==> config.mk <==
export PLATFORM = sky130hd
export DESIGN_NAME = tbo_setup
export DESIGN_NICKNAME = d
export VERILOG_FILES = /design/src/hw/rtl/triangle_box_overlap_2d_top_assert.svh /design/src/hw/rtl/tbo_pkg.sv /design/src/hw/rtl/tbo_setup.sv
export SDC_FILE = /design/constraint.sdc
export NUM_CORES = 1
export LEC_CHECK = 0
export BUFFER_PORTS_ARGS = -buffer_cell sky130_fd_sc_hd__buf_2
export CAP_MARGIN = 20
export CORE_ASPECT_RATIO = 1.25
export CORE_MARGIN = 2
export CORE_UTILIZATION = 50
export CTS_BUF_LIST = sky130_fd_sc_hd__clkbuf_8
export CTS_CLUSTER_SIZE = 16
export DETAILED_ROUTE_END_ITERATION = 10
export MAX_ROUTING_LAYER = met4
export PLACE_DENSITY = 0.86
export SLEW_MARGIN = 10
export SYNTH_ARGS = -nofsm -noshare
export SYNTH_HDL_FRONTEND = slang
export SYNTH_SLANG_ARGS = --single-unit
export TNS_END_PERCENT = 10
==> constraint.sdc <==
create_clock -name clk -period 9.5 [get_ports clk]
set_input_delay 0.475 -clock clk [delete_from_list [all_inputs] [get_ports clk]]
set_output_delay 0.475 -clock clk [all_outputs]
set_load 0.1 [all_outputs]
==> src/hw/rtl/triangle_box_overlap_2d_top_assert.svh <==
// Assertion macros shared by the triangle and box overlap design files.
`ifndef TRIANGLE_BOX_OVERLAP_2D_TOP_ASSERT_SVH
`define TRIANGLE_BOX_OVERLAP_2D_TOP_ASSERT_SVH

// Same-cycle implication, checked outside reset.
`define TBO_ASSERT_NOW(lbl, clk, rst_n, ante, cons, msg) \
  lbl: assert property (@(posedge clk) disable iff (!rst_n) (ante) |-> (cons)) \
    else $error(msg);

// Next-cycle implication, checked outside reset.
`define TBO_ASSERT_NEXT(lbl, clk, rst_n, ante, cons, msg) \
  lbl: assert property (@(posedge clk) disable iff (!rst_n) (ante) |=> (cons)) \
    else $error(msg);

`endif

==> src/hw/rtl/tbo_pkg.sv <==
// Package with the result codes and edge tables of the triangle and box overlap block.
package tbo_pkg;

  localparam int unsigned NUM_EDGES = 3;
  localparam int unsigned NUM_VERTS = 3;
  localparam int unsigned NUM_BOX   = 4;

  // Box corner order: min x, min y, max x, max y.
  localparam int unsigned BOX_MIN_X = 0;
  localparam int unsigned BOX_MIN_Y = 1;
  localparam int unsigned BOX_MAX_X = 2;
  localparam int unsigned BOX_MAX_Y = 3;

  // Second vertex of each edge; the first vertex has the edge's own index.
  localparam int unsigned EDGE_B [NUM_EDGES] = '{1, 2, 0};

  typedef enum logic [1:0] {
    REASON_OVERLAP = 2'd0,
    REASON_AXIS    = 2'd1,
    REASON_EDGE    = 2'd2
  } reason_t;

endpackage

==> src/hw/rtl/tbo_setup.sv <==
// First stage: edge normals and the bounding box test on x and y.
module tbo_setup #(
  parameter int COORD_BITS = 16
) (
  input  logic                         clk,
  input  logic                         rst_n,
  input  logic                         in_valid,
  output logic                         in_ready,
  input  logic signed [COORD_BITS-1:0] box [tbo_pkg::NUM_BOX],
  input  logic signed [COORD_BITS-1:0] vx [tbo_pkg::NUM_VERTS],
  input  logic signed [COORD_BITS-1:0] vy [tbo_pkg::NUM_VERTS],
  output logic                         out_valid,
  input  logic                         out_ready,
  output logic signed [COORD_BITS-1:0] box_out [tbo_pkg::NUM_BOX],
  output logic signed [COORD_BITS-1:0] vx_out [tbo_pkg::NUM_VERTS],
  output logic signed [COORD_BITS-1:0] vy_out [tbo_pkg::NUM_VERTS],
  output logic signed [COORD_BITS:0]   nx_out [tbo_pkg::NUM_EDGES],
  output logic signed [COORD_BITS:0]   ny_out [tbo_pkg::NUM_EDGES],
  output logic                         axis_sep_out
);
  import tbo_pkg::*;

  localparam int NW = COORD_BITS + 1;

  logic                         valid_r;
  logic signed [COORD_BITS-1:0] box_r [NUM_BOX];
  logic signed [COORD_BITS-1:0] vx_r [NUM_VERTS];
  logic signed [COORD_BITS-1:0] vy_r [NUM_VERTS];
  logic signed [NW-1:0]         nx_r [NUM_EDGES];
  logic signed [NW-1:0]         nx_nxt [NUM_EDGES];
  logic signed [NW-1:0]         ny_r [NUM_EDGES];
  logic signed [NW-1:0]         ny_nxt [NUM_EDGES];
  logic                         axis_sep_r;
  logic                         axis_sep_nxt;
  logic signed [COORD_BITS-1:0] tminx, tmaxx, tminy, tmaxy;
  logic signed [COORD_BITS-1:0] minx01, maxx01, miny01, maxy01;

  assign in_ready = !valid_r || out_ready;

  always_comb begin
    for (int e = 0; e < NUM_EDGES; e++) begin
      nx_nxt[e] = NW'(vy[EDGE_B[e]]) - NW'(vy[e]);
      ny_nxt[e] = NW'(vx[e]) - NW'(vx[EDGE_B[e]]);
    end
  end

  always_comb begin
    minx01 = (vx[1] < vx[0]) ? vx[1] : vx[0];
    maxx01 = (vx[1] > vx[0]) ? vx[1] : vx[0];
    miny01 = (vy[1] < vy[0]) ? vy[1] : vy[0];
    maxy01 = (vy[1] > vy[0]) ? vy[1] : vy[0];
    tminx  = (vx[2] < minx01) ? vx[2] : minx01;
    tmaxx  = (vx[2] > maxx01) ? vx[2] : maxx01;
    tminy  = (vy[2] < miny01) ? vy[2] : miny01;
    tmaxy  = (vy[2] > maxy01) ? vy[2] : maxy01;
    axis_sep_nxt = (tminx > box[BOX_MAX_X]) || (box[BOX_MIN_X] > tmaxx) ||
                   (tminy > box[BOX_MAX_Y]) || (box[BOX_MIN_Y] > tmaxy);
  end

  always_ff @(posedge clk) begin
    if (!rst_n) begin
      valid_r <= 1'b0;
    end else if (in_ready) begin
      valid_r <= in_valid;
    end
  end

  always_ff @(posedge clk) begin
    if (in_ready && in_valid) begin
      box_r      <= box;
      vx_r       <= vx;
      vy_r       <= vy;
      nx_r       <= nx_nxt;
      ny_r       <= ny_nxt;
      axis_sep_r <= axis_sep_nxt;
    end
  end

  assign out_valid    = valid_r;
  assign box_out      = box_r;
  assign vx_out       = vx_r;
  assign vy_out       = vy_r;
  assign nx_out       = nx_r;
  assign ny_out       = ny_r;
  assign axis_sep_out = axis_sep_r;

endmodule

Word-level counts from Yosys, hierarchy flattened
Cells that the tools add are included.
- register bits after elaboration: 264
- bits in latches: 0
- RAM bits: 0
- memory bits (read-only): 0
- bits of input ports: 164
- output and inout port bits: 265
- word-level logic and storage cells: 50
- memories: 0
- $add $sub $neg: 6
- $mul: 0
- divide/modulo/power cells: 0
- order comparisons: 12
- equality and inequality tests: 0
- shifts and indexed selects: 0
- multiplexer cells: 8
- bitwise logic cells: 0
- reduce and logical (&&, ||, !) cells: 6
- operators with widths (kind ; number):
    16-bit > comparator ; 8
    16-bit 2-to-1 mux ; 8
    16-bit by 16-bit subtractor with 17-bit output ; 6
    16-bit < comparator ; 4
    1-bit logical OR ; 4
    1-bit logical AND ; 1
    1-bit logical NOT ; 1

Logic depth before layout (Yosys ltp)
- depth in word-level cells: 8
- gate-level depth with buffers: 31

Worst setup path before layout
Ideal clock, no wire load.
- path type: register -> register
- from: register valid_r, in the netlist out_valid
- to: register axis_sep_r, in the netlist axis_sep_out (enable)
- library setup time: 0.655 ns
- data arrival time: 7.621 ns
- required time: 8.845 ns
- path slack: 1.224 ns
- cell stages (with the launch flop): 3
- path buffers: 0
- period minus slack after synthesis: 8.276 ns
- cell sequence: dfxtp_1 > nand2b_1 > and2_1
- longest elaborated chain between the ends: 3
- ends and longest elaborated chain (element ; RTL line ; source):
    start, declared ; tbo_setup.sv:25 ; logic valid_r;
    start signal, assigned ; tbo_setup.sv:64 ; valid_r <= in_valid;
    1-bit logical NOT ; tbo_setup.sv:38 ; assign in_ready = !valid_r || out_ready;
    1-bit logical OR ; tbo_setup.sv:38 ;
    via in_ready ; tbo_setup.sv:8 ; output logic in_ready,
    1-bit logical AND ; tbo_setup.sv:69 ; if (in_ready && in_valid) begin
    end signal, assigned ; tbo_setup.sv:75 ; axis_sep_r <= axis_sep_nxt;
    end, declared ; tbo_setup.sv:33 ; logic axis_sep_r;
The timed path passes the listed nets, and every way through them passes these cells.
A chain may end at the register's enable or synchronous reset.

Worst setup path in the final report
- from: input port vy[47] (netlist bit)
- to: register axis_sep_r, in the netlist axis_sep_out (data pin)
- longest elaborated chain between the ends: 7
- elaborated cells on any way between the ends: 12
- ends and longest elaborated chain (element ; RTL line ; source):
    start, declared ; tbo_setup.sv:11 ; input logic signed [COORD_BITS-1:0] vy [tbo_pkg::NUM_VERTS],
    16-bit < comparator ; tbo_setup.sv:50 ; miny01 = (vy[1] < vy[0]) ? vy[1] : vy[0];
    16-bit 2-to-1 mux ; tbo_setup.sv:50 ;
    16-bit < comparator ; tbo_setup.sv:54 ; tminy = (vy[2] < miny01) ? vy[2] : miny01;
    16-bit 2-to-1 mux ; tbo_setup.sv:54 ;
    16-bit > comparator ; tbo_setup.sv:57 ; (tminy > box[BOX_MAX_Y]) || (box[BOX_MIN_Y] > tmaxy);
    1-bit logical OR ; tbo_setup.sv:56 ; axis_sep_nxt = (tminx > box[BOX_MAX_X]) || (box[BOX_MIN_X] > tmaxx) ||
    1-bit logical OR (*) ; tbo_setup.sv:57 ;
    via axis_sep_nxt ; tbo_setup.sv:34 ; logic axis_sep_nxt;
Mark *: on every way through the listed nets, which the timed path passes. The rest lies on a longest branch.

==> results.md <==
* Io pins at 429
* Cell taking the most area after synthesis: edfxtp_1
* Seq/Total Area, Yosys at a little under half
* WL final at around 52000 µm
* Vias at about 14000
* Dpl hpwl at about 43000 µm
* Synth top area share at between 40 and 50%
* WL per Instance at 21.5 µm
* Worst vdd ir at 0.174 mV
* Yosys warns at 0
* Final setup vio count at 0
* Mapped Cells at 1517
* Worst skew pair latency at 570 ps
* Final critical-path required period at about 7200 ps
* Overflow after GRT at 0
* Worst Path Buf+Inv at 3
* Cell count along the critical path at 25
* Outcome: completed
* Min-Delay Startpoint: box[10]
* PD cells at around 200 nW/µm²
* WP data arrival at 7550 ps
* Die height at 210 µm
* Minimum setup slack among reg-to-reg paths at 6470 ps
* Worst Skew at 29.1 ps
* Hold Path Sink: box_out[10]$_DFFE_PP_
* Core Area at roughly 34000 µm²
* Setup repair after global routing missed its margin: no
* CTS hold repair buffers at 0
* Reg area at 7920 µm²
* Slew HR at 33.6%
* Crit-path slowest cell: a21o_1
* Post-route cell area at 20300 µm²
* FF-to-FF End: ny_out[14]$_DFFE_PP_
* Post-route antenna net violation count at 0
* Top FF cell, synth: edfxtp_1
* Final slew viol count at 0
* Hold WS at approximately 100 ps
* # DRC at 0
* DR vias/cell at 5.70
* Ranking of synthesized cells by area: edfxtp_1, ha_1, inv_1
* Iteration-0 DRC Markers at ~830
* Die width at around 170 µm
* Site Rows at 75
* Overall power at 4010 µW
* Clock-pin slew on the worst setup and hold paths at around 70 ps
* Global-route wire length before repair at 77300 µm
* Root Buffer: clkbuf_8
* Max Cap Viol at 0
* Most frequent cells in the layout: buf_2, edfxtp_1, ha_1
* Hold path depth at 1
* Tightest Hold Check Type: primary input to flop
* CP Class: primary input to flop
* CP endpoint kind: flop
* Worst-Margin Slew at approximately 1000 ps
* Initial Utilization at 50.6%
* Most common cell after layout, fill and taps aside: buf_2
* Yosys cell types at 62
* Vias in the first global route at 14400
* Final hold violation count at 0
* CTS Buf Count at 41
* Worst reg2reg startpoint: out_valid$_SDFFE_PN0N_
* CTS H-tree depth at 2
* Setup total negative slack at 0 ps
* Fmax at about 0.14 GHz
* DR pass1 iterations at 5
* Syn nets at 1911
* Total track usage at between 20 and 30%
* Mapped Area at between 15000 and 20000 µm²
* Post-CTS setup buffers at 0
* Depth of the most critical reg-to-reg path at 4
* Clock buffer depth at 3
* # port buffers at 428
* Leakage power at between 0.009 and 0.01 µW
* Die area at 35400 µm²
* Routability Congestion at between 0.9 and 1
* NumNets Final at 2376
* Fill cells at 2698
* Cell mode on critical path: ha_1
* Placed inst area at 19600 µm²
* WP data required at around 9800 ps
* Max Fanout on Critical Path at 33
* CP Launch Type: primary input
* Area of the multi-input gates at 8330 µm²
* Synthesized flop and latch total at 264
* Post-synth EDFFs at 263
* Area delta synth->final at 20.0%
* Largest net degree at the start of global routing at 79
* Initial antenna violation count at 6
* Share of cells above drive strength 1 at roughly a quarter
* Slowest stage delay, CP at 870 ps
* Period Utilization, post-route at approximately 76%
* CTS tree: done
* Syn Area/Cell at 11.2 µm²
* Synth async-reset ratio at 0%
* CTS resizes at 0
* CTS Sinks at 264
* Crit path max-delay family: compound AO/OA/AOI/OAI gates
worst max-delay path by stage:
stage	startpoint	to	slack, ps
4_1_cts	vy[47]	axis_sep_out$_DFFE_PP_	2360
3_5_place_dp	vy[47]	axis_sep_out$_DFFE_PP_	1770
6_report	vy[47]	axis_sep_out$_DFFE_PP_	2250
2_1_floorplan	out_valid$_SDFFE_PN0N_	axis_sep_out$_DFFE_PP_	1220
5_1_grt	vy[47]	axis_sep_out$_DFFE_PP_	1930
3_3_place_gp	vy[47]	axis_sep_out$_DFFE_PP_	1840
layer usage:
layer	share of wire [%]	wire length (µm)	track usage, %
met5	0	0	-
met4	7.4	3880	19.6
met3	7.1	3720	6.24
met2	52	27000	53.6
met1	34	17800	28.4
cell type report:
cell class | count | share of cell area [%]
diodes | 6 | 0.0738
clock buffers | 43 | 2.91
clock inverters | 29 | 0.633
inverters | 166 | 3.06
multi-input cells | 1072 | 40.9
flip-flops and latches | 264 | 38.9
well taps | 423 | 2.60
repair buffers | 437 | 10.9
cell families (layout without fill, tap and decap cells):
group	count (synthesis)	after routing	synth area share, %
AOI/OAI and AO/OA	335	335	12.7
other	0	6	0
buffers and inverters	181	675	4.21
muxes	97	97	6.04
adders and majority gates	230	230	17.2
xor gates and xnor gates	65	65	3.36
DFF	264	264	46.7
and+or+nand+nor	345	345	9.74
registers in the layout, summed over array words and instances, names as in the netlist:
register      flops
ny_out           51
out_valid         1
nx_out           51
box_out          64
axis_sep_out      1
vy_out           48
vx_out           48
synthesized netlist by cell type, drive strengths merged (14+ instances only):
master,number
nand3,21
ha,224
mux2i,64
xnor2,51
nand4,26
nor2b,28
xor2,14
nor2,125
inv,166
edfxtp,263
mux2,33
a21o,26
nor3,30
nand2,62
o21ai,63
a21oi,114
o21a,32
per-stage QoR:
step / utilization, % / instances / setup slack [ps]
final: 60.7 / 2440 / 2250
after floorplan: - / 1517 / 1220
after global placement: 58.5 / 2361 / 1840
after detailed placement: 58.5 / 2361 / 1770
after CTS: 60.6 / 2433 / 2360
after global routing: 60.7 / 2440 / 1930
where the power goes:
part / leakage, µW / switching, µW / internal, µW / total (µW)
sequential: 0.00255 / 24.3 / 1410 / 1440
clock: 0.000394 / 440 / 420 / 859
combinational: 0.00644 / 1270 / 442 / 1720
Power figures use the tool's default switching activity.
