===== src/hw/rtl/triangle_box_overlap_2d_top_assert.svh =====
// Assertion macros shared by the triangle and box overlap design files.
`ifndef TRIANGLE_BOX_OVERLAP_2D_TOP_ASSERT_SVH
`define TRIANGLE_BOX_OVERLAP_2D_TOP_ASSERT_SVH

// Same-cycle implication, checked outside reset.
`define TBO_ASSERT_NOW(lbl, clk, rst_n, ante, cons, msg) \
  lbl: assert property (@(posedge clk) disable iff (!rst_n) (ante) |-> (cons)) \
    else $error(msg);

// Next-cycle implication, checked outside reset.
`define TBO_ASSERT_NEXT(lbl, clk, rst_n, ante, cons, msg) \
  lbl: assert property (@(posedge clk) disable iff (!rst_n) (ante) |=> (cons)) \
    else $error(msg);

`endif


===== src/hw/rtl/tbo_pkg.sv =====
// Package with the result codes and edge tables of the triangle and box overlap block.
package tbo_pkg;

  localparam int unsigned NUM_EDGES = 3;
  localparam int unsigned NUM_VERTS = 3;
  localparam int unsigned NUM_BOX   = 4;

  // Box corner order: min x, min y, max x, max y.
  localparam int unsigned BOX_MIN_X = 0;
  localparam int unsigned BOX_MIN_Y = 1;
  localparam int unsigned BOX_MAX_X = 2;
  localparam int unsigned BOX_MAX_Y = 3;

  // Second vertex of each edge; the first vertex has the edge's own index.
  localparam int unsigned EDGE_B [NUM_EDGES] = '{1, 2, 0};

  typedef enum logic [1:0] {
    REASON_OVERLAP = 2'd0,
    REASON_AXIS    = 2'd1,
    REASON_EDGE    = 2'd2
  } reason_t;

endpackage


===== src/hw/rtl/tbo_decide.sv =====
// Last stage: triangle interval per edge, separation tests and the result register.
`include "triangle_box_overlap_2d_top_assert.svh"
module tbo_decide #(
  parameter int COORD_BITS = 16
) (
  input  logic                           clk,
  input  logic                           rst_n,
  input  logic                           in_valid,
  output logic                           in_ready,
  input  logic signed [2*COORD_BITS+1:0] bmin [tbo_pkg::NUM_EDGES],
  input  logic signed [2*COORD_BITS+1:0] bmax [tbo_pkg::NUM_EDGES],
  input  logic signed [2*COORD_BITS+1:0] t [tbo_pkg::NUM_EDGES][tbo_pkg::NUM_VERTS],
  input  logic                           axis_sep,
  output logic                           out_valid,
  input  logic                           out_ready,
  output logic                           overlaps,
  output tbo_pkg::reason_t               reason
);
  import tbo_pkg::*;

  localparam int SW = 2 * COORD_BITS + 2;

  logic                 valid_r;
  logic                 overlaps_r;
  logic                 overlaps_nxt;
  reason_t              reason_r;
  reason_t              reason_nxt;
  logic signed [SW-1:0] tmin01 [NUM_EDGES];
  logic signed [SW-1:0] tmax01 [NUM_EDGES];
  logic signed [SW-1:0] tmin [NUM_EDGES];
  logic signed [SW-1:0] tmax [NUM_EDGES];
  logic [NUM_EDGES-1:0] edge_sep;

  assign in_ready = !valid_r || out_ready;

  always_comb begin
    for (int e = 0; e < NUM_EDGES; e++) begin
      tmin01[e]   = (t[e][1] < t[e][0]) ? t[e][1] : t[e][0];
      tmax01[e]   = (t[e][1] > t[e][0]) ? t[e][1] : t[e][0];
      tmin[e]     = (t[e][2] < tmin01[e]) ? t[e][2] : tmin01[e];
      tmax[e]     = (t[e][2] > tmax01[e]) ? t[e][2] : tmax01[e];
      edge_sep[e] = (tmax[e] < bmin[e]) || (bmax[e] < tmin[e]);
    end
  end

  always_comb begin
    if (axis_sep) begin
      reason_nxt = REASON_AXIS;
    end else if (|edge_sep) begin
      reason_nxt = REASON_EDGE;
    end else begin
      reason_nxt = REASON_OVERLAP;
    end
    overlaps_nxt = (reason_nxt == REASON_OVERLAP);
  end

  always_ff @(posedge clk) begin
    if (!rst_n) begin
      valid_r <= 1'b0;
    end else if (in_ready) begin
      valid_r <= in_valid;
    end
  end

  always_ff @(posedge clk) begin
    if (in_ready && in_valid) begin
      reason_r   <= reason_nxt;
      overlaps_r <= overlaps_nxt;
    end
  end

  assign out_valid = valid_r;
  assign overlaps  = overlaps_r;
  assign reason    = reason_r;

  `TBO_ASSERT_NEXT(a_axis_wins, clk, rst_n, in_valid && in_ready && axis_sep,
    reason_r == REASON_AXIS, "Axis separation did not give the axis reason")
  `TBO_ASSERT_NOW(a_flag_match, clk, rst_n, valid_r,
    overlaps_r == (reason_r == REASON_OVERLAP), "Overlap flag disagrees with reason")

endmodule


===== config.mk =====
export PLATFORM = sky130hd
export DESIGN_NAME = tbo_decide
export DESIGN_NICKNAME = d
export VERILOG_FILES = /design/src/hw/rtl/tbo_pkg.sv /design/src/hw/rtl/tbo_decide.sv
export VERILOG_INCLUDE_DIRS = /design/src /design/src/hw/rtl
export SDC_FILE = /design/constraint.sdc
export NUM_CORES = 1
export LEC_CHECK = 0
export ABC_AREA = 1
export BUFFER_PORTS_ARGS = -buffer_cell sky130_fd_sc_hd__buf_2
export CAP_MARGIN = 20
export CORE_AREA = 2 2 200 202
export DETAILED_ROUTE_END_ITERATION = 12
export DIE_AREA = 0 0 202 204
export GPL_TIMING_DRIVEN = 0
export PLACE_DENSITY = 0.71
export SETUP_SLACK_MARGIN = 0.1
export SYNTH_ARGS = -nofsm -noshare
export SYNTH_HDL_FRONTEND = slang
export SYNTH_SLANG_ARGS = --single-unit

===== constraint.sdc =====
create_clock -name clk -period 15.01 [get_ports clk]
set_clock_uncertainty 0.05 [all_clocks]
set_input_delay 3.002 -clock clk [delete_from_list [all_inputs] [get_ports clk]]
set_output_delay 3.002 -clock clk [all_outputs]
set_load 0.02 [all_outputs]

Word level (Yosys, flattened, before mapping)

Index checks and enable logic that the tools add are counted.

Bits in registers: 4
Bits of input ports: 515
Logic and storage cells: 43

Muxes and demuxes: 14
Reductions and logical operators: 8
$lt $le $gt $ge: 18

Operators by type and width:

| cell                           | number |
|---|---|
| less-than comparator 34 bit    | 12 |
| 2-to-1 mux 34 bit              | 12 |
| greater-than comparator 34 bit | 6 |
| logical OR 1 bit               | 4 |
| 2-to-1 mux 2 bit               | 2 |
| OR reduction 3 bit             | 1 |
| zero test 2 bit                | 1 |
| logical AND 1 bit              | 1 |
| zero test 1 bit                | 1 |

Logic depth before layout (Yosys ltp)

Gate-level depths: netlist (run 1).

Word-level depth: 10
Mapped depth: 52
Gate-level depth less buffers: 48

Worst setup path after synthesis (run 1)

OpenSTA, ideal clock, no wires.

Path kind: input -> register
Start point: input t[305] (netlist bit)
End point: register reason_r[1], in the netlist reason[1], data pin
Library setup time: 258 ps
Required time: 14,702 ps
Arrival time: 8,647 ps
Setup slack: 6,055 ps
Buffers on the path: 4
Stages: 41
Path through: inv_1 > ha_1 > nand2_1 > nor2_2 > nand2_2 > or4_4 > nand2_4 > clkbuf_1 > clkbuf_1 > nand2_1 > o21ai_0 > ha_1 > nand2_1 > inv_1 > o21ai_0 > a21oi_1 > o21ai_0 > nand2_1 > [5 not listed] > clkbuf_1 > clkbuf_1 > o21ai_0 > ha_1 > nand2_1 > or4_1 > nor4_1 > nand2_1 > nor4_1 > nand2_1 > nand2_1 > nand2_1 > nand2_1 > nand2_1 > nor2_1 > nand2_1 > nor2_2 > a21oi_1

Word-level cells in the longest chain between the ends: 9
Elaborated cells on any way between the ends: 14

RTL lines:

| what                                                                                 | RTL line                           | text |
|---|---|---|
| start: declaration                                                                   | tbo_decide.sv:12                   | `input logic signed [2*COORD_BITS+1:0] t [tbo_pkg::NUM_EDGES][tbo_pkg::NUM_VERTS],` |
| greater-than comparator 34 bit / less-than comparator 34 bit (equally long branches) | tbo_decide.sv:39, tbo_decide.sv:38 |  |
| 2-to-1 mux 34 bit, on equally long branches                                          | tbo_decide.sv:39, tbo_decide.sv:38 |  |
| greater-than comparator 34 bit / less-than comparator 34 bit (equally long branches) | tbo_decide.sv:41, tbo_decide.sv:40 |  |
| 2-to-1 mux 34 bit, on equally long branches                                          | tbo_decide.sv:41, tbo_decide.sv:40 |  |
| less-than comparator 34 bit                                                          | tbo_decide.sv:42                   | `edge_sep[e] = (tmax[e] < bmin[e]) \|\| (bmax[e] < tmin[e]);` |
| logical OR 1 bit (*)                                                                 | tbo_decide.sv:42                   |  |
| OR reduction 3 bit (*)                                                               | tbo_decide.sv:49                   | `end else if (\|edge_sep) begin` |
| 2-to-1 mux 2 bit (*)                                                                 | tbo_decide.sv:49                   |  |
| 2-to-1 mux 2 bit (*)                                                                 | tbo_decide.sv:47                   | `if (axis_sep) begin` |
| via reason_nxt[1]                                                                    | tbo_decide.sv:27                   | `reason_t reason_nxt;` |
| end signal: assignment                                                               | tbo_decide.sv:67                   | `reason_r <= reason_nxt;` |
| end: declaration                                                                     | tbo_decide.sv:26                   | `reason_t reason_r;` |

The timed path passes the listed nets; every way through them passes the cells marked *.
A chain may end at the register's enable or synchronous reset.

Final worst setup path (run 1)

Start point: input t[289] (netlist bit)
End point: register reason_r[1], in the netlist reason[1], data pin

The elaborated chain is that of the path after synthesis.

==> impl_results.md, run 1 <==
- Ports placed on the boundary: 520
- Routed Wire Length: 63900 um
- Die area: 41200 um2
- Type of the worst min-delay path: reg2reg
- Hold-critical path depth: 2
- Vias after detailed routing: 20600
- Die outline width: 202 um
- Global-route wire length before repair: approximately 100000 um
- Net count, final: 4296
- Critical path arrival: 11.43 ns
- Remaining max-slew budget at the tightest pin: 49.7%
- Vias per inst: 5.38
- RSZ-0062 raised after global routing: no
- Switching portion of total power: just over 60%
- Largest buffer count on any clock path: 2
- Most numerous cell on the critical path: sky130_fd_sc_hd__nand2_1
- Fraction of the yosys area taken by sequential cells: 0.672%
- Library cell contributing the largest single delay on the critical path: sky130_fd_sc_hd__a211oi_1
- Leakage power: between 10 and 15 nW
- Number of sinks on the clock net: 4
- Count of port buffers added during placement: 519
- Later-pin clock latency in the skew report: 0.24 ns
- Number of synthesized flops with an enable pin: 3
- Upper clock frequency limit: 86.9 MHz
- Maximum vdd ir drop: 35.6 uV
- Y dimension of the die: 204 um
- CP Class: in2reg
- MaxCap Viol Count: 0
- CTS resizes: 0
- Max stage delay on crit path: 0.66 ns
- Leading area contributor after synthesis: sky130_fd_sc_hd__ha_1
- Vias in the first global route: 19300
- Hold-fix buffers at CTS: 0
- DR iter-0 viols: 1339
- Least setup slack across all paths after layout: 3.51 ns
- Total power per unit cell area: 73.2 nW/um2
- Synth warn: 0
- Ratio of cells with drive above 1 in the final layout: 17.0%
- Overall track demand over capacity in global routing: 29.8%
- Net switching power: approximately 0.90 mW
- CTS tree: done
- Fin Setup TNS: 0 ns
- CP Capture Type: register
- CP Launch Type: input port
- Flop pwr share: 0.9%
- Layout overhead on the synthesized area: 20.6%
- Final Setup Violations: 0
- Number of cell rows: 73
- Run status: finished clean
- Cell area after synthesis: 16400 um2
- Global route total overflow: 0
- Number of standard cells after synthesis: 2756
- CTS Root Buffer Type: sky130_fd_sc_hd__clkbuf_16
- Share of total power in combinational logic: 95.7%
- Min cycle time layout: 11.50 ns
- Level count of the clock H-tree: 1
- Number of DRC violations after detailed routing: 0
- Setup Slack @ Placement: between 3 and 4 ns
- Detail-routed net length per standard cell: roughly 17 um
- Initial core utilization: 41.8%
- Antenna-violating nets left: 0
- Synthesis-stage register bit count: 4
- Fraction of the cycle the final worst path needs: 76.6%
- Internal Pwr Total: 0.548 mW
- Placer Congestion: 0.995
- Buffers inserted during post-CTS setup optimization: 0
- Pin count of the biggest net entering global routing: 11
- Required time of the critical path: between 10 and 15 ns
- Largest cells by area after synthesis: sky130_fd_sc_hd__ha_1, sky130_fd_sc_hd__nand2_1, sky130_fd_sc_hd__o21ai_0
- Mean instance size in the synthesized netlist: 5.94 um2
- Post-route non-filler standard cell count: 3820
- Number of optimization iterations in the first detailed-route pass: 5
- Number of antenna violations at the first check in global routing: 16
- Detail Placement HPWL: 57200 um
- Final count of pins violating max slew: 0
- Number of buffers added by the clock tree synthesis step: 3
- Synth Flop Type: sky130_fd_sc_hd__edfxtp_1
- Least-Margin Pin Slew: 0.749 ns
- Post-synth cell types: 46
- Clock Power Share: 3.4%
- Clock slew at the register clock pins of the worst setup and hold paths: about 0.04 ns
- Area share of the largest cell type after synthesis: a little under two fifths
- Reg2reg path depth: 1
- Ys async rst share: 0%
- Total placed cells including tap cells: between 3000 and 4000
- Nets in the synthesized netlist: 3772
- Standard cell core area: about 39000 um2
- Final hold violation count: 0
- Maximum net fanout on the critical path: 10
-- placed cells by master (no fill, tap or decap), types with 7 or more instances in the layout --
master / instances
sky130_fd_sc_hd__nor3_1: 26
sky130_fd_sc_hd__nand2_1: 769
sky130_fd_sc_hd__nor2_1: 136
sky130_fd_sc_hd__o211ai_1: 13
sky130_fd_sc_hd__inv_1: 325
sky130_fd_sc_hd__buf_2: 531
sky130_fd_sc_hd__clkbuf_1: 71
sky130_fd_sc_hd__nor4_1: 11
sky130_fd_sc_hd__nand2_2: 8
sky130_fd_sc_hd__o21ai_0: 433
sky130_fd_sc_hd__o2111ai_1: 7
sky130_fd_sc_hd__a211oi_1: 14
sky130_fd_sc_hd__a31oi_1: 7
sky130_fd_sc_hd__diode_2: 16
sky130_fd_sc_hd__nand4_1: 41
sky130_fd_sc_hd__a21o_1: 11
sky130_fd_sc_hd__nand3_1: 67
sky130_fd_sc_hd__ha_1: 501
sky130_fd_sc_hd__a21oi_1: 249
-- synth_stat cells, drive strengths merged (2+ instances only) --
| cell type | n |
|---|---|
| a211oi | 14 |
| a21boi | 2 |
| o21bai | 2 |
| inv | 326 |
| a21oi | 249 |
| a21o | 11 |
| and3 | 2 |
| nor3 | 26 |
| buf | 14 |
| nor4 | 11 |
| nand3 | 68 |
| a221oi | 4 |
| o21a | 6 |
| or4 | 3 |
| o21ai | 437 |
| nand2 | 778 |
| o221ai | 4 |
| o211ai | 14 |
| a31oi | 7 |
| nand3b | 4 |
| nand4 | 41 |
| clkbuf | 70 |
| o2111ai | 7 |
| ha | 501 |
| nor2 | 142 |
| nor4b | 2 |
| edfxtp | 3 |
-- power groups by stage --
stage	Sequential (mW)	Combinational (mW)	Clock (mW)
after floorplan	0.0146	0.929	0
after global placement	0.0135	1.35	0
after detailed placement	0.0135	1.36	0
after CTS	0.0133	1.37	0.0488
after global routing	0.0134	1.60	0.0491
final	0.0133	1.38	0.0485
-- layer usage --
layer	GRT usage [%]	routed length [um]	share of wire, %
met1	37.3	27000	42
met2	53.5	30200	47
met3	2.85	4710	7.4
met4	9.72	2060	3.2
met5	0	27	0.042
-- logic make-up (layout without fill, tap and decap cells) --
group,after synthesis,in the layout,synth area share (%)
AO/OA/AOI/OAI,762,762,24.7
adder cells (fa/ha/maj),501,501,38.3
buffers and inverters,410,933,9.49
flip-flops,4,4,0.672
other,0,16,0
AND/OR/NAND/NOR,1079,1079,26.8
-- worst max-delay path: cells and delay by family --
family	cells	cell delay, ns
compound gates	10	2.75
fa+ha+maj	3	0.88
buf+inv	8	1.91
simple gates	23	2.85
-- flip-flops by register name (all words and copies together) (netlist names) --
name	count
out_valid	1
overlaps	1
reason	2
-- worst paths after layout --
path | start | end | slack, ns
hold reg to reg | out_valid | out_valid | 0.45
setup / recovery | t[289] | reason[1] | 3.51
hold / removal | out_valid | out_valid | 0.45
setup reg to reg | out_valid | reason[1] | 13.77
-- area by class of cell --
cell class,count,area [um2]
Fill cell,4207,19400
Multi-Input combinational cell,2342,14700
Timing Repair Buffer,519,2600
Inverter,326,1220
Tap cell,525,657
Buffer,84,330
Sequential cell,4,110
Clock buffer,4,78.8
Antenna cell,16,40.0
-- per-stage QoR --
step	power (mW)	hold WS (ns)	instance area [um2]	utilization (%)
CTS	1.43	0.458	19700	50.3
global route	1.66	0.465	19700	50.4
floorplan	0.944	0.679	16400	-
finish	1.45	0.452	19800	50.4
detailed placement	1.37	0.452	19600	50.1
global placement	1.36	0.460	19600	50.1
Power figures use the tool's default switching activity.
==> run 2: changes to the inputs <==
Settings changed: PLACE_DENSITY 0.71 to 0.73.
Clock period 15.01 ns to 9.6 ns, I/O delays scaled along.
==> impl_results.md, run 2 (same netlist as run 1, synthesis figures left out) <==
- Count of port buffers added during placement: 519
- Later-pin clock latency in the skew report: roughly 0.24 ns
- Number of antenna violations at the first check in global routing: 27
- Run status: finished clean
- Detail-routed net length per standard cell: 17.1 um
- RSZ-0062 raised after global routing: no
- Clock slew at the register clock pins of the worst setup and hold paths: 0.04 ns
- Fraction of the core area covered by cells at the end of the flow: 50.7%
- Min cycle time layout: slightly above 9 ns
- Post-route non-filler standard cell count: 3825
- CP Capture Type: register
- Register cell area after layout: 110 um2
- Required time of the critical path: 9.53 ns
- Remaining max-slew budget at the tightest pin: between 60 and 70%
- CP Launch Type: input port
- Initial core utilization: 41.8%
- Number of DRC violations after detailed routing: 0
- Least-Margin Pin Slew: about 0.56 ns
- Maximum net fanout on the critical path: 10
- Vias per inst: about 5.4
- Library cell contributing the largest single delay on the critical path: sky130_fd_sc_hd__ha_1
- Level count of the clock H-tree: 1
- DR iter-0 viols: 1452
- Most frequent cells in the layout: sky130_fd_sc_hd__nand2_1, sky130_fd_sc_hd__buf_2, sky130_fd_sc_hd__ha_1, sky130_fd_sc_hd__o21ai_0, sky130_fd_sc_hd__inv_1
- Upper clock frequency limit: roughly 110 MHz
- CTS Root Buffer Type: sky130_fd_sc_hd__clkbuf_16
- Global route total overflow: 0
- Final count of pins violating max slew: 0
- Ports placed on the boundary: 520
- Fill cell count: 4180
- Critical path arrival: 9.00 ns
- Final Setup Violations: 0
- Max stage delay on crit path: 0.48 ns
- Ratio of cells with drive above 1 in the final layout: 18.4%
- Die area: roughly 41000 um2
- Number of optimization iterations in the first detailed-route pass: 7
- Vias in the first global route: 19200
- Final hold violation count: 0
- Commonest non-fill, non-tap cell in the layout: sky130_fd_sc_hd__nand2_1
- Maximum vdd ir drop: 58.6 uV
- Overall track demand over capacity in global routing: 30.3%
- Leakage power: 11.3 nW
- Total placed cells including tap cells: 3800
- Vias after detailed routing: 20800
- Largest buffer count on any clock path: 2
- Number of flip-flops in the largest register: 2
- Least setup slack across all paths after layout: 0.531 ns
- Number of buffers added by the clock tree synthesis step: 3
- Pin count of the biggest net entering global routing: 11
- Routed Wire Length: roughly 65000 um
- Number of cell rows: 73
- CP Class: in2reg
- Fraction of the cycle the final worst path needs: 94.5%
- Type of the worst min-delay path: reg2reg
- MaxCap Viol Count: 0
- Placer Congestion: 0.995
- CTS tree: done
- Most numerous cell on the critical path: sky130_fd_sc_hd__nand2_1
- Setup Slack @ Placement: -0.576 ns
- Standard cell core area: about 39000 um2
- Total power per unit cell area: 115 nW/um2
- Die outline width: 202 um
- Hold-fix buffers at CTS: 0
- Net count, final: 4297
- Global-route wire length before repair: around 100000 um
- Layout overhead on the synthesized area: 21.4%
- Detail Placement HPWL: 58500 um
- Number of sinks on the clock net: 4
- Area of the multi-input gates: 14800 um2
- Antenna-violating nets left: 0
- Y dimension of the die: 204 um
==> run 2: cell types whose count changed in the layout (fill, tap and decap cells not counted), moves of 2 or more <==
cell / before / now
sky130_fd_sc_hd__clkbuf_1: 71 / 36
sky130_fd_sc_hd__clkbuf_2: 0 / 29
sky130_fd_sc_hd__clkbuf_4: 0 / 4
sky130_fd_sc_hd__diode_2: 16 / 20
sky130_fd_sc_hd__nor4_1: 11 / 8
sky130_fd_sc_hd__buf_2: 531 / 533
sky130_fd_sc_hd__nor4_2: 0 / 2
==> run 2: path summary, 6_finish.rpt <==
kind | slack (ns) | from | depth (start not counted) | to
max | 0.53 | t[101] | 41 | reason[1]
min | 0.46 | out_valid | 2 | out_valid
max reg2reg | 8.39 | out_valid | 1 | reason[0]
min reg2reg | 0.46 | out_valid | 2 | out_valid
==> run 2: area by class of cell <==
class / count / share of cell area (%)
buffer: 84 / 1.93
timing repair buffer: 520 / 13.1
multi-input combinational: 2342 / 74.3
tap: 525 / 3.30
inverter: 326 / 6.16
clock buffer: 4 / 0.397
antenna: 20 / 0.252
sequential: 4 / 0.554
==> run 2: stage by stage <==
step                      setup TNS (ns)  total power, mW  hold slack (ns)  instance area, um2
after floorplan                        0             1.48            0.679               16400
after global placement            -0.834             2.12            0.455               19600
after detailed placement           -1.12             2.15            0.457               19600
after CTS                              0             2.23            0.463               19700
after global routing                   0             2.60            0.500               19900
final                                  0             2.28            0.461               19900
==> run 2: routing by layer <==
layer,vias up,track usage (%),share of wire (%)
met5,-,0,0.18
met2,912,52.0,45
met1,9145,38.1,42
met3,160,4.50,8.4
li1,10500,-,-
met4,16,12.1,4.3
==> run 2: power by group <==
group | switching [mW] | leakage [nW] | internal [mW]
clock network | 0.0174 | 0.0383 | 0.0554
logic | 1.39 | 11.2 | 0.798
registers | 0.000557 | 0.0377 | 0.0204
total | 1.41 | 11.3 | 0.874
==> run 2: repair_timing <==
item | 4_1_cts | 5_1_grt
pin swaps | 0 | 2
resized for setup | 4 | 85
endpoints found under the setup margin | 2 | 2
buffers inserted | 0 | 1
gates cloned | 0 | 0
hold endpoints to repair | 0 | 0
==> run 2: worst max-delay path, delay by kind of cell <==
family | cells | cell delay, ns
adder cells (fa/ha/maj) | 3 | 1.17
AND/OR/NAND/NOR | 23 | 2.69
buffers and inverters | 5 | 1.06
AO/OA/AOI/OAI | 10 | 2.15
==> run 3: changes to the inputs <==
Settings changed: ABC_AREA 1 to default, CAP_MARGIN 20 to default, CORE_AREA 2 2 200 202 to 2 2 202 204, DIE_AREA 0 0 202 204 to 0 0 204 206.
==> impl_results.md, run 3 <==
- Run status: finished, violations left
- Failing checks: negative setup slack
- Number of DRC violations after detailed routing: 0
- Flop pwr share: 0.8%
- Number of antenna violations at the first check in global routing: 36
- Commonest non-fill, non-tap cell in the layout: sky130_fd_sc_hd__buf_2
- Cell types with the highest counts after synthesis: sky130_fd_sc_hd__ha_1, sky130_fd_sc_hd__inv_1, sky130_fd_sc_hd__a21oi_1, sky130_fd_sc_hd__mux2i_1, sky130_fd_sc_hd__nand2_1
- Clock Power Share: 2.9%
- Ports placed on the boundary: 520
- CP Class: in2reg
- GRT Max-Usage Layer: met2
- CTS Root Buffer Type: sky130_fd_sc_hd__clkbuf_16
- Most frequent cells in the layout: sky130_fd_sc_hd__buf_2, sky130_fd_sc_hd__ha_1, sky130_fd_sc_hd__inv_1, sky130_fd_sc_hd__a21oi_1, sky130_fd_sc_hd__mux2i_1
- CP Launch Type: input port
- Startpoint of the most critical hold path: out_valid
- Level count of the clock H-tree: 1
- Maximum net fanout on the critical path: 10
- Synth Flop Type: sky130_fd_sc_hd__edfxtp_1
- Reg2reg path depth: 2
- Nets in the synthesized netlist: ~3300
- Routed Wire Length: slightly above 70000 um
- Pin count of the biggest net entering global routing: 11
- Global routing met2 resource utilization: 57.0%
- Critical path arrival: 9.90 ns
- Die outline width: 204 um
- Max stage delay on crit path: 0.37 ns
- Post-route non-filler standard cell count: 3394
- Leakage power: 12.1 nW
- Critical path launch point: t[181]
- Clock slew at the register clock pins of the worst setup and hold paths: 0.04 ns
- Global route total overflow: 0
- Hold-fix buffers at CTS: 0
- Net count, final: around 3800
- Number of buffers added by the clock tree synthesis step: 3
- Final Setup Violations: 2
- Type of the worst min-delay path: reg2reg
- Synth warn: 0
- MaxCap Viol Count: 0
- Endpoint of the worst hold path: out_valid
- Share of total power in combinational logic: 96.3%
- Fraction of the yosys area taken by sequential cells: 0.657%
- Cell area after placement: approximately 20000 um2
- Switching portion of total power: 54.3%
- Maximum vdd ir drop: approximately 52 uV
- Placer Congestion: 0.997
- Number of cell rows: 74
- Detail-routed net length per standard cell: 21.1 um
- Leading area contributor after synthesis: sky130_fd_sc_hd__ha_1
- Global-route wire length before repair: around 110000 um
- Number of flip-flops in the largest register: 2
- Upper clock frequency limit: 101 MHz
- Ratio of cells with drive above 1 in the final layout: 30.0%
- Worst slack on hold paths: 0.482 ns
- Largest buffer count on any clock path: 2
- Count of port buffers added during placement: 519
- Standard cell core area: 40200 um2
- Total power per unit cell area: 114 nW/um2
- Overall track demand over capacity in global routing: 32.1%
- Most frequently used cell type in the post-synthesis netlist: sky130_fd_sc_hd__ha_1
- Antenna-violating nets left: 0
- Vias after detailed routing: 19900
- Slack of the worst reg-to-reg path: 8.53 ns
- Fraction of the cycle the final worst path needs: 103%
- Final hold violation count: 0
- GR met3 Demand/Resource: 5.00%
- Hold-critical path depth: 2
- Fraction of the core area covered by cells at the end of the flow: 54.8%
- Min cycle time layout: 9.89 ns
- Reg-to-reg startpoint: out_valid
- Post-synth cell types: 76
- CTS tree: done
- Number of standard cells after synthesis: around 2200
- Number of synthesized flops with an enable pin: 3
- Largest cells by area after synthesis: sky130_fd_sc_hd__ha_1, sky130_fd_sc_hd__mux2i_1, sky130_fd_sc_hd__inv_1
- Worst reg2reg path endpoint: reason[0]
- Vias in the first global route: 20200
- Later-pin clock latency in the skew report: 0.24 ns
- Remaining max-slew budget at the tightest pin: 53.9%
- Total placed cells including tap cells: 3299
- Synthesis-stage register bit count: 4
- Fin Setup TNS: -0.532 ns
- Library cell contributing the largest single delay on the critical path: sky130_fd_sc_hd__a221oi_2
- Die area: 42000 um2
- Area share of the largest cell type after synthesis: 37.4%
- RSZ-0062 raised after global routing: yes
- Least setup slack across all paths after layout: -0.290 ns
- Final count of pins violating max slew: 0
- Detail Placement HPWL: 62200 um
- Least-Margin Pin Slew: approximately 0.69 ns
- Final Total Pwr: ~2.5 mW
- Number of optimization iterations in the first detailed-route pass: 7
- Number of sinks on the clock net: 4
- CP Capture Type: register
- Y dimension of the die: 206 um
- Mean instance size in the synthesized netlist: 7.45 um2
- Setup Slack @ Placement: -2.37 ns
- Vias per inst: 5.87
- Met1 Use GR: 37.3%
- Initial core utilization: 41.7%
- Net switching power: 1.37 mW
- Post-route standard cell area excluding fillers: 22000 um2
- Cell area after synthesis: 16700 um2
- DR iter-0 viols: between 1000 and 1500
- Internal Pwr Total: around 1.2 mW
- Ys async rst share: 0%
- Layout overhead on the synthesized area: 31.5%
- Required time of the critical path: 9.61 ns
==> run 3: cell types whose count changed after synthesis, sizes merged, moves of 32 or more <==
cell    before  now
nand2      778  166
nand4       41   87
mux2i        0  206
clkbuf      70   34
a21oi      249  217
o21ai      437  145
a21o        11   55
mux2         0   68
==> run 3: per-layer routing <==
metal	up-vias	part of all wire, %
met5	-	0.16
met4	18	5.4
met3	217	7.1
met2	855	47
met1	9285	40
li1	9551	-
==> run 3: area by class of cell <==
class | instances | area, um2
Buffer | 52 | 443
Inverter | 306 | 1150
Fill cell | 3875 | 18200
Antenna cell | 37 | 92.6
Timing Repair Buffer | 577 | 3110
Clock buffer | 4 | 78.8
Tap cell | 532 | 666
Sequential cell | 4 | 110
Multi-Input combinational cell | 1882 | 16400
==> run 3: worst max path at each step <==
stage | endpoint | slack, ns | cells past startpoint
detailed placement | reason[1] | -2.37 | 31
finish | overlaps | -0.29 | 40
CTS | reason[1] | 0.04 | 30
floorplan | reason[1] | 0.12 | 34
global placement | reason[1] | -2.25 | 31
global route | overlaps | -0.59 | 40
==> run 3: cell families (layout without fill, tap and decap cells) <==
kind of cell | count (synthesis) | after routing | synth area share, %
xor+xnor | 2 | 2 | 0.149
compound gates | 560 | 560 | 20.5
mux | 274 | 274 | 16.9
flops | 4 | 4 | 0.657
fa+ha+maj | 501 | 501 | 37.4
simple gates | 545 | 545 | 15.9
other cells | 0 | 37 | 0
buf+inv | 362 | 939 | 8.41
==> run 3: power by group through the flow <==
stage / Combinational [mW] / Sequential, mW / Clock, mW
global placement: 2.03 / 0.0208 / 0
detailed placement: 2.09 / 0.0208 / 0
floorplan: 1.43 / 0.0225 / 0
global route: 2.67 / 0.0207 / 0.0783
CTS: 2.32 / 0.0206 / 0.0765
finish: 2.43 / 0.0205 / 0.0731
==> run 3: worst max-delay path: cells and delay by family <==
| family | cells | cell delay [ns] |
|---|---|---|
| compound gates | 11 | 2.30 |
| xor+xnor | 1 | 0.15 |
| fa+ha+maj | 3 | 0.90 |
| buf+inv | 10 | 1.42 |
| mux | 3 | 0.75 |
| simple gates | 12 | 2.40 |
==> run 3: what timing repair did <==
action,in CTS,in global routing
pin swaps,52,19
gates resized for setup,217,79
cloned,1,0
endpoints found under the setup margin,2,2
setup buffers,39,19
